==> config.mk <==
export PLATFORM = sky130hd
export DESIGN_NAME = generational_slot_allocator_core
export DESIGN_NICKNAME = d
export VERILOG_FILES = /design/src/gsa_pkg.sv /design/src/gsa_ram.sv /design/src/gsa_free_finder.sv /design/src/generational_slot_allocator_core.sv
export SDC_FILE = /design/constraint.sdc
export NUM_CORES = 2
export LEC_CHECK = 0
export BUFFER_PORTS_ARGS = -buffer_cell sky130_fd_sc_hd__buf_2
export CORE_MARGIN = 10
export CORE_UTILIZATION = 63
export DETAILED_ROUTE_END_ITERATION = 8
export PLACE_DENSITY = 0.82
export SLEW_MARGIN = 30
export SYNTH_ARGS = -nofsm -noshare
export SYNTH_HDL_FRONTEND = slang
export SYNTH_SLANG_ARGS = --single-unit
==> constraint.sdc <==
create_clock -name clk -period 8.65 [get_ports clk]
set_input_delay 1.73 -clock clk [delete_from_list [all_inputs] [get_ports clk]]
set_output_delay 1.73 -clock clk [all_outputs]
set_load 0.01 [all_outputs]
==> src/gsa_pkg.sv <==
package gsa_pkg;

	// Widths of the handle fields and of the reported live count.
	localparam int IDX_W = 7;
	localparam int GEN_W = 8;
	localparam int CNT_OUT_W = 8;

	// Operation requested by an input beat. The unused code behaves as a check.
	typedef enum logic [1:0] {
		KIND_ALLOC = 2'd0,
		KIND_DROP  = 2'd1,
		KIND_CHECK = 2'd2
	} kind_t;

	// Status reported with each result beat.
	typedef enum logic [1:0] {
		ST_OK    = 2'd0,
		ST_FULL  = 2'd1,
		ST_STALE = 2'd2
	} status_t;

	// Cycles from the accepting edge to the edge that takes the result.
	localparam int RESULT_LATENCY = 3;

endpackage

==> src/gsa_ram.sv <==
module gsa_ram #(
	parameter int WIDTH = 8,
	parameter int DEPTH = 128,
	parameter int AW = $clog2(DEPTH)
) (
	input  logic             clk,
	input  logic             we,
	input  logic [AW-1:0]    waddr,
	input  logic [WIDTH-1:0] wdata,
	input  logic [AW-1:0]    raddr,
	output logic [WIDTH-1:0] rdata
);

	logic [WIDTH-1:0] mem [DEPTH];

	// Read-first: a read at the address being written returns the old word.
	always_ff @(posedge clk) begin
		if (we) begin
			mem[waddr] <= wdata;
		end
		rdata <= mem[raddr];
	end

endmodule

==> src/gsa_free_finder.sv <==
module gsa_free_finder #(
	parameter int SLOT_COUNT = 128,
	parameter int AW = $clog2(SLOT_COUNT)
) (
	input  logic [SLOT_COUNT-1:0] used,
	input  logic                  rel_valid,
	input  logic [AW-1:0]         rel_addr,
	output logic                  found,
	output logic [AW-1:0]         addr
);

	logic          pe_found;
	logic [AW-1:0] pe_addr;

	// Lowest clear bit of the used vector.
	always_comb begin
		pe_found = 1'b0;
		pe_addr  = '0;
		for (int i = SLOT_COUNT - 1; i >= 0; i--) begin
			if (!used[i]) begin
				pe_found = 1'b1;
				pe_addr  = AW'(i);
			end
		end
	end

	// A slot being released in the same cycle still shows as used in the
	// vector, so it competes here as a second candidate.
	always_comb begin
		found = pe_found | rel_valid;
		if (rel_valid && (!pe_found || (rel_addr < pe_addr))) begin
			addr = rel_addr;
		end else begin
			addr = pe_addr;
		end
	end

endmodule

==> src/generational_slot_allocator_core.sv <==
// Generational slot allocator.
//
// Input channel: an operation beat (kind, slot_index, slot_generation) is taken at
// a rising edge where start is high and busy is low. busy is held low, so a new
// beat can be taken in every cycle; kind selects allocate, drop or check, and the
// fourth code acts as a check.
//
// Result channel: exactly one result beat per operation, in order. done is high
// for one cycle with handle_index, handle_generation, handle_live, status and
// live_count. The result of a beat passes through s1, s2 and the result register,
// and one operation per cycle is sustained. The receiver cannot stall, so no
// result is ever held or dropped.
//
// The beat is registered (s1), where a priority encoder over the used flags picks
// the lowest free slot and the generation memory is read. In s2 the handle is
// checked and the table, flags and count are updated; the result register follows.
// Updates from s2 are forwarded to s1 and to the memory read.
//
// Reset clears the used flags, the live count and the fill mark of the generation
// memory; unwritten slots, at or above the fill mark, read as generation zero.
module generational_slot_allocator_core
	import gsa_pkg::*;
#(
	parameter int SLOT_COUNT = 128
) (
	input  logic                 clk,
	input  logic                 arst_n,
	input  logic                 start,
	output logic                 busy,
	input  logic [1:0]           kind,
	input  logic [IDX_W-1:0]     slot_index,
	input  logic [GEN_W-1:0]     slot_generation,
	output logic                 done,
	output logic [IDX_W-1:0]     handle_index,
	output logic [GEN_W-1:0]     handle_generation,
	output logic                 handle_live,
	output logic [1:0]           status,
	output logic [CNT_OUT_W-1:0] live_count
);

	localparam int AW = $clog2(SLOT_COUNT);
	localparam int HW = $clog2(SLOT_COUNT + 1);

	logic accept;

	// Stage 1: registered input beat.
	logic             valid_s1;
	logic [1:0]       kind_s1;
	logic [IDX_W-1:0] idx_s1;
	logic [GEN_W-1:0] gen_s1;

	// Stage 2: beat with its resolved slot address.
	logic             valid_s2;
	logic [1:0]       kind_s2;
	logic [IDX_W-1:0] idx_s2;
	logic [GEN_W-1:0] gen_s2;
	logic [AW-1:0]    addr_s2;
	logic             found_s2;
	logic             in_range_s2;

	// Slot state.
	logic [SLOT_COUNT-1:0] used_q;
	logic [HW-1:0]         count_q;
	logic [HW-1:0]         fill_q;

	// Last memory write, replayed to the following read.
	logic             byp_valid_q;
	logic [AW-1:0]    byp_addr_q;
	logic [GEN_W-1:0] byp_data_q;

	// Result register.
	logic                 done_q;
	logic [IDX_W-1:0]     res_idx_q;
	logic [GEN_W-1:0]     res_gen_q;
	logic                 res_live_q;
	status_t              res_status_q;
	logic [CNT_OUT_W-1:0] res_count_q;

	logic                  in_range_s1;
	logic                  alloc_s1;
	logic [SLOT_COUNT-1:0] used_eff;
	logic                  fnd_found;
	logic [AW-1:0]         fnd_addr;
	logic [AW-1:0]         rd_addr;
	logic [GEN_W-1:0]      ram_rdata;

	logic             alloc_s2;
	logic             drop_s2;
	logic [GEN_W-1:0] gen_rd;
	logic [GEN_W-1:0] gen_cur;
	logic             used_bit;
	logic             match;
	logic             alloc_ok;
	logic             drop_live;
	logic             wr_en;
	logic [GEN_W-1:0] wr_data;
	logic [HW-1:0]    count_nxt;
	status_t          status_nxt;

	assign busy   = 1'b0;
	assign accept = start & ~busy;

	always_ff @(posedge clk or negedge arst_n) begin
		if (!arst_n) begin
			valid_s1 <= 1'b0;
		end else begin
			valid_s1 <= accept;
		end
	end

	always_ff @(posedge clk) begin
		if (accept) begin
			kind_s1 <= kind;
			idx_s1  <= slot_index;
			gen_s1  <= slot_generation;
		end
	end

	// Stage 1: pick the slot. The allocation committing in s2 this cycle is
	// folded into the used flags; a live drop in s2 is offered as a candidate.
	assign alloc_s1    = (kind_s1 == KIND_ALLOC);
	assign in_range_s1 = (32'(idx_s1) < 32'(SLOT_COUNT));
	assign used_eff    = used_q | (alloc_ok ? (SLOT_COUNT'(1) << addr_s2) : '0);

	gsa_free_finder #(
		.SLOT_COUNT (SLOT_COUNT),
		.AW         (AW)
	) u_finder (
		.used      (used_eff),
		.rel_valid (drop_live),
		.rel_addr  (addr_s2),
		.found     (fnd_found),
		.addr      (fnd_addr)
	);

	assign rd_addr = alloc_s1 ? fnd_addr : AW'(idx_s1);

	gsa_ram #(
		.WIDTH (GEN_W),
		.DEPTH (SLOT_COUNT),
		.AW    (AW)
	) u_gen_ram (
		.clk   (clk),
		.we    (wr_en),
		.waddr (addr_s2),
		.wdata (wr_data),
		.raddr (rd_addr),
		.rdata (ram_rdata)
	);

	always_ff @(posedge clk or negedge arst_n) begin
		if (!arst_n) begin
			valid_s2 <= 1'b0;
		end else begin
			valid_s2 <= valid_s1;
		end
	end

	always_ff @(posedge clk) begin
		kind_s2     <= kind_s1;
		idx_s2      <= idx_s1;
		gen_s2      <= gen_s1;
		addr_s2     <= rd_addr;
		found_s2    <= fnd_found;
		in_range_s2 <= in_range_s1;
	end

	// Stage 2: the generation word is the bypassed write if the previous beat
	// wrote this slot, and zero for a slot at or beyond the fill mark.
	assign gen_rd   = (byp_valid_q && (byp_addr_q == addr_s2)) ? byp_data_q : ram_rdata;
	assign gen_cur  = (HW'(addr_s2) < fill_q) ? gen_rd : '0;
	assign used_bit = in_range_s2 ? used_q[addr_s2] : 1'b0;
	assign match    = used_bit && (gen_cur == gen_s2);

	assign alloc_s2  = (kind_s2 == KIND_ALLOC);
	assign drop_s2   = (kind_s2 == KIND_DROP);
	assign alloc_ok  = valid_s2 & alloc_s2 & found_s2;
	assign drop_live = valid_s2 & drop_s2 & match;
	assign wr_en     = alloc_ok | drop_live;

	always_comb begin
		if (alloc_ok) begin
			wr_data = (gen_cur == '0) ? GEN_W'(1) : gen_cur;
		end else begin
			wr_data = gen_cur + GEN_W'(1);
		end
	end

	always_comb begin
		if (alloc_ok) begin
			count_nxt = count_q + HW'(1);
		end else if (drop_live) begin
			count_nxt = count_q - HW'(1);
		end else begin
			count_nxt = count_q;
		end
	end

	always_comb begin
		if (alloc_s2) begin
			status_nxt = found_s2 ? ST_OK : ST_FULL;
		end else if (drop_s2 && !match) begin
			status_nxt = ST_STALE;
		end else begin
			status_nxt = ST_OK;
		end
	end

	always_ff @(posedge clk or negedge arst_n) begin
		if (!arst_n) begin
			used_q      <= '0;
			count_q     <= '0;
			fill_q      <= '0;
			byp_valid_q <= 1'b0;
		end else begin
			if (alloc_ok) begin
				used_q[addr_s2] <= 1'b1;
			end else if (drop_live) begin
				used_q[addr_s2] <= 1'b0;
			end
			count_q <= count_nxt;
			// Allocation is always lowest first, so the written slots form a prefix.
			if (alloc_ok && (HW'(addr_s2) == fill_q)) begin
				fill_q <= fill_q + HW'(1);
			end
			byp_valid_q <= wr_en;
		end
	end

	always_ff @(posedge clk) begin
		byp_addr_q <= addr_s2;
		byp_data_q <= wr_data;
	end

	always_ff @(posedge clk or negedge arst_n) begin
		if (!arst_n) begin
			done_q <= 1'b0;
		end else begin
			done_q <= valid_s2;
		end
	end

	always_ff @(posedge clk) begin
		if (valid_s2) begin
			res_idx_q    <= alloc_ok ? IDX_W'(addr_s2) : idx_s2;
			res_gen_q    <= alloc_ok ? wr_data : gen_s2;
			res_live_q   <= alloc_s2 ? found_s2 : match;
			res_status_q <= status_nxt;
			res_count_q  <= CNT_OUT_W'(count_nxt);
		end
	end

	assign done              = done_q;
	assign handle_index      = res_idx_q;
	assign handle_generation = res_gen_q;
	assign handle_live       = res_live_q;
	assign status            = res_status_q;
	assign live_count        = res_count_q;

endmodule

== After elaboration in Yosys (flattened, before gate mapping) ==
Memories as Yosys holds them, arrays and structs flattened. A register that Yosys moved wholly into a read port is not among the register bits.
Index checks and enable logic that the tools add are counted.
Cells by class
  add/subtract/negate cells: 4
  multiply operators: 0
  divide/modulo/power cells: 0
  $lt $le $gt $ge: 4
  equality and inequality tests: 4
  shift-type cells: 1
  muxes and demuxes: 279
  bitwise gates (word level): 10
  reduce and logical (&&, ||, !) cells: 13
Operators by type and width (count)
  7-bit 2-to-1 mux: 131
  128-bit 2-to-1 mux: 3
  128-bit bitwise OR: 2
  1-bit 2-to-1 mux: 134
  128-bit bitwise AND: 1
  128-bit inverter: 1
  1-bit by 7-bit << shifter with 128-bit output (first input constant): 1
  8-bit 2-to-1 mux: 7
  8-bit by 1-bit adder with 8-bit output (second input constant): 3
  7-bit by 8-bit equality test with 1-bit output: 1
  8-bit equality test: 1
  8-bit zero test: 1
  7-bit by 8-bit less-than comparator with 1-bit output: 1
  7-bit by 8-bit less-than comparator with 1-bit output (second input constant): 1
  8-bit by 1-bit subtractor with 8-bit output (second input constant): 1
  1-bit binary-select mux with 7-bit select: 1
  1-bit demux with 7-bit select: 1
  7-bit equality test: 1
  7-bit by 1-bit >= comparator with 1-bit output (second input constant): 1
  7-bit less-than comparator: 1
  1-bit logical AND: 6
  1-bit bitwise AND: 4
  2-bit zero test: 2
  2-bit 2-to-1 mux: 2
  5 further kinds: 7
Word-level totals
  register bits after elaboration: 231
  latch bits: 0
  bits in writable memories: 1024
  bits in read-only memories: 0
  bits of input ports: 20
  output and inout port bits: 28
  memories: 1
Memories
  u_gen_ram.mem: words 128, width 8, rd ports 1, clocked after memory_dff 1, wr ports 1, RTL line gsa_ram.sv:14  | logic [WIDTH-1:0] mem [DEPTH];

== Logic depth before layout (Yosys ltp) ==
  depth after elaboration: 138
  depth in mapped cells: 33

== By module ==
A second synthesis with hierarchy kept.
Unflattened totals
  cell total of the unflattened synthesis: 3075
  area total of the unflattened synthesis: 53535.1 um^2
Modules (own cells, without submodules)
  gsa_ram: times used 1, cells each 1635, area each 39665.5 um^2, sequential area each 30909.6 um^2
  generational_slot_allocator_core: times used 1, cells each 1105, area each 11882.6 um^2, sequential area each 5795.6 um^2
  gsa_free_finder: times used 1, cells each 335, area each 1986.9 um^2, sequential area each 0.0 um^2

== Worst setup path before layout ==
No wires, ideal clock.
  path type: reg2reg
  start point: register fill_q[4]
  end point: memory u_gen_ram.mem[0][5], data pin
  data arrival time: 6.029 ns
  data required time: 7.715 ns
  path slack: 1.686 ns
  stages on the path, launching flop included: 10
  buffers on the path: 1
  cells stage by stage: dfrtp_1 > inv_1 > ha_1 > a2111oi_0 > a31oi_1 > clkbuf_1 > nor2_1 > nand3_1 > or3_1 > xnor2_1
On the way
  longest elaborated chain between the ends: 5
  elaborated cells between the ends (all ways): 6
RTL lines
  start, declared: RTL line generational_slot_allocator_core.sv:64  | logic [HW-1:0] fill_q;
  start signal, assigned: RTL line generational_slot_allocator_core.sv:224  | fill_q <= fill_q + HW'(1);
  7-bit by 8-bit less-than comparator with 1-bit output *: RTL line generational_slot_allocator_core.sv:171  | assign gen_cur = (HW'(addr_s2) < fill_q) ? gen_rd : '0;
  8-bit 2-to-1 mux *: RTL line generational_slot_allocator_core.sv:171
  parallel branches: the longest is 2 deep, another holds 8-bit by 1-bit adder with 8-bit output
  8-bit 2-to-1 mux *: RTL line generational_slot_allocator_core.sv:182  | if (alloc_ok) begin
  named net u_gen_ram.wdata[5]: RTL line gsa_ram.sv:9  | input logic [WIDTH-1:0] wdata,
  end, declared: RTL line gsa_ram.sv:14
Mark *: on every way through the listed nets, which the timed path passes.

== Final worst setup path ==
  start point: register addr_s2[3]
  end point: register u_gen_ram.rdata[6], read port of u_gen_ram.mem
On the way
  longest elaborated chain between the ends: 136
  elaborated cells between the ends (all ways): 275
RTL lines
  start, declared: RTL line generational_slot_allocator_core.sv:57  | logic [AW-1:0] addr_s2;
  start signal, assigned: RTL line generational_slot_allocator_core.sv:163  | addr_s2 <= rd_addr;
  1-bit by 7-bit << shifter with 128-bit output: RTL line generational_slot_allocator_core.sv:123  | assign used_eff = used_q | (alloc_ok ? (SLOT_COUNT'(1) << addr_s2) : '0);
  128-bit 2-to-1 mux: RTL line generational_slot_allocator_core.sv:123
  128-bit bitwise OR: RTL line generational_slot_allocator_core.sv:123
  7-bit 2-to-1 mux or 1-bit 2-to-1 mux (tied branches) (128 in series): RTL line gsa_free_finder.sv:20  | if (!used[i]) begin
  7-bit less-than comparator or 1-bit zero test (tied branches): RTL line gsa_free_finder.sv:31  | if (rel_valid && (!pe_found || (rel_addr < pe_addr))) begin
  1-bit logical OR: RTL line gsa_free_finder.sv:31
  1-bit logical AND: RTL line gsa_free_finder.sv:31
  7-bit 2-to-1 mux *: RTL line gsa_free_finder.sv:31
  7-bit 2-to-1 mux *: RTL line generational_slot_allocator_core.sv:136  | assign rd_addr = alloc_s1 ? fnd_addr : AW'(idx_s1);
  end, declared: RTL line gsa_ram.sv:11  | output logic [WIDTH-1:0] rdata
Mark *: on every way between the ends. The rest lies on a longest branch, timed or not. The select of a mux whose other input is x is not followed.
A chain may end at the register's enable or synchronous reset.

==> results.toml <==
[timing]
setup_violations = 0
finalCritPeriodShare = 0.980
fin_tns_setup_ns = 0
tightestPinTransition_ns = 1.05
drv_slew = 0
min_period_ns = 8.47
hold_violations = 0
holdWs_ns = 0.342
timing.slew.headroom = 0.298
finClkSkew_ns = 0.0430
setup_ws_ns = 0.176
timing.fmax_mhz = 118

[logic_synthesis]
synth_nets = 4616
synthFlopType = "edfxtp_1"
avgSynthCellArea_um2 = 12.1
synth_edf_count = 1067
ys_seq_elements = 1263
ys_types = 97
ys_top_cells_by_area = "edfxtp_1 (58%), dfrtp_1 (6.7%), nand2_1 (5.5%)"
yosysTopAreaCellShare = 0.579
yosysSeqAreaShare = 0.664
syn_area_mm2 = 0.0553
yosysTopAreaCell = "edfxtp_1"
yosysWarnings = 0
synth_cells = 4578
ys_top_cells_by_count = "edfxtp_1 (1067), nand2_1 (807), a21oi_1 (350)"
synth.most_common_cell = "edfxtp_1"
synthArstFlopShare = 0.117

[setup_path]
r2r_start = "addr_s2[3]"
slowest_delay_ns = 0.70
rr_endpoint = "u_gen_ram.rdata[6]"
crit_top_cell = "buf_4"
crit_buf_inv = 4
cp-end-kind = "flop"
critPathKind = "flop to flop"
cp.required_ns = 9.29
critPathMaxFanout = 47
path_delay_family = "compound AO/OA/AOI/OAI gates"
reg2reg_slack_ns = 0.18
cp.arrival_ns = 9.12
cp-start-kind = "flop"
r2r_cells = 26
cpMaxStageDelayCell = "a2111oi_0"
setup.worst_path.start = "addr_s2[3]"

[clocking]
clk_pin_slew_ns = 0.07
cts_root_buffer = "clkbuf_16"
postCtsSetupRepairBufs = 0
clock_latency_ns = 0.74
cts_inserted_buffers = 119
ctsLongestPathBuffers = 3
cts_tree = "built"
clock-sinks = 1263
h-tree-depth = 3

[placement]
place_hpwl_um = 110000
post-place-ws_ns = 0.437
dp.cells = 5599
port_buffers = 46
globalplace.congestion = 1.10

[global_route]
grtUsageTotal = 0.338
grt_max_degree = 86
grt_pass1_vias = 38800
grt_pass1_wl_um = 253000
grt_remaining_overflow = 0
antenna_found_initial = 5

[finish]
nets = 4603
drive_gt1_frac = 0.115
fin_cells = 5822
synthToLayoutAreaGrowth_pct = 10.5

[die]
die_w_um = 316
fp.dieArea_mm2 = 0.100
rows = 108
die_height_um = 316
ioPinCount = 48
coreArea_mm2 = 0.0869
initial_utilization = 0.637

[hold_path]
hold_path.startpoint = "gen_s1[6]"
hold_end = "gen_s2[6]"
whs_path_depth = 0
min_path_type = "flop to flop"

[routing]
drt-wirelength-per-cell_um = 29.5
wirelength_um = 172000
drtIter0Drc = 6880
drtPass1Iterations = 6
drc = 0
vias = 41400
final_antenna_net_count = 0
vias_per_cell = 7.10

[pwr]
leakage_nw = 21.0
peakVddDrop_mv = 0.333
p_total_mw = 15.0
power.density_mw_per_mm2 = 245

[job]
cap_violations = 0

[status]
outcome = "complete, no violations"
-- how the worst max path moves through the flow --
stage,slack [ns],end,cells after the start
2_1_floorplan,1.69,u_gen_ram.mem[0][5],9
3_3_place_gp,0.63,u_gen_ram.rdata[1],27
3_5_place_dp,0.44,u_gen_ram.rdata[6],27
4_1_cts,0.37,u_gen_ram.rdata[6],27
5_1_grt,-0.04,u_gen_ram.rdata[6],26
6_report,0.18,u_gen_ram.rdata[6],26
-- cells by family (layout without fill, tap and decap cells) --
kind of cell | Yosys count | in the layout | share of synthesized area
and+or+nand+nor | 1523 | 1523 | 0.125
AOI/OAI and AO/OA | 1271 | 1271 | 0.152
DFF | 1263 | 1263 | 0.664
buffers and inverters | 396 | 483 | 0.0348
muxes | 77 | 77 | 0.0162
xor gates and xnor gates | 29 | 29 | 0.00459
adders and majority gates | 18 | 18 | 0.00407
other | 1 | 3 | 0.0000678
-- per-stage QoR --
stage / instance area, µm² / utilization
floorplan: 55300 / -
global placement: 57100 / 0.657
detailed placement: 57100 / 0.658
CTS: 61100 / 0.703
global route: 61100 / 0.703
finish: 61100 / 0.703
-- final cells by class --
type / instances / area, µm²
sequential: 1263 / 36700
fill: 5661 / 25800
multi-input combinational: 2919 / 16900
clock buffer: 158 / 3390
timing repair buffer: 233 / 2030
tap: 1155 / 1450
clock inverter: 63 / 544
inverter: 29 / 134
antenna: 2 / 5.00
-- power breakdown --
part | switching, mW | internal (mW)
Combinational | 1.73 | 0.568
Clock | 2.31 | 2.92
Sequential | 0.181 | 7.25
-- worst register-to-register path, stage by stage, from the launching register on --
cell,delay [ns]
dfxtp_1,0.53
and3b_1,0.41
buf_4,0.31
buf_4,0.26
a41oi_1,0.23
nand2b_1,0.23
a211oi_1,0.28
o311ai_0,0.26
nor4_1,0.42
o211ai_1,0.15
and3b_1,0.25
ha_1,0.32
o21a_1,0.15
o2111ai_1,0.10
a2111oi_0,0.70
nand2_1,0.23
o31ai_4,0.49
or4_1,0.21
and3_4,0.46
buf_4,0.55
a21oi_1,0.17
a22oi_1,0.61
nor3_1,0.10
a2111oi_0,0.49
buf_4,0.19
o2111ai_1,0.12
nor4_2,0.15
-- cells in the final DEF (no fill, tap or decap), types with 17 or more instances in the layout --
| master | count |
|---|---|
| a211oi_1 | 34 |
| a21oi_1 | 349 |
| a221oi_1 | 28 |
| a22o_1 | 53 |
| a22oi_1 | 91 |
| a31oi_1 | 27 |
| a41o_1 | 24 |
| a41oi_1 | 122 |
| and3_1 | 50 |
| buf_12 | 29 |
| buf_2 | 45 |
| buf_4 | 156 |
| clkbuf_1 | 20 |
| clkbuf_16 | 126 |
| clkinv_1 | 18 |
| clkinv_2 | 23 |
| dfrtp_1 | 148 |
| dfxtp_1 | 45 |
| edfxtp_1 | 1067 |
| ha_1 | 18 |
| inv_1 | 22 |
| mux2_2 | 18 |
| mux2i_1 | 51 |
| nand2_1 | 803 |
| nand2b_1 | 24 |
| nand3_1 | 152 |
| nand4_1 | 28 |
| nor2_1 | 245 |
| nor3_1 | 47 |
| nor4_1 | 34 |
| o211ai_1 | 30 |
| o21ai_0 | 280 |
| o22ai_1 | 61 |
| o31ai_1 | 20 |
| xnor2_1 | 17 |
-- metal layers --
metal / vias up / wire (µm) / track usage
met2: 3221 / 77200 / 0.512
met5: - / 149 / 0
met1: 20200 / 61400 / 0.450
met3: 573 / 22800 / 0.0917
li1: 17400 / - / -
met4: 2 / 10200 / 0.166
-- repair_timing --
action,4_1_cts,5_1_grt
hold buffers,0,0
gates resized for setup,0,3
endpoints found under the hold margin,0,0
endpoints found under the setup margin,0,7
No activity file was read; power rests on OpenSTA's default activity.
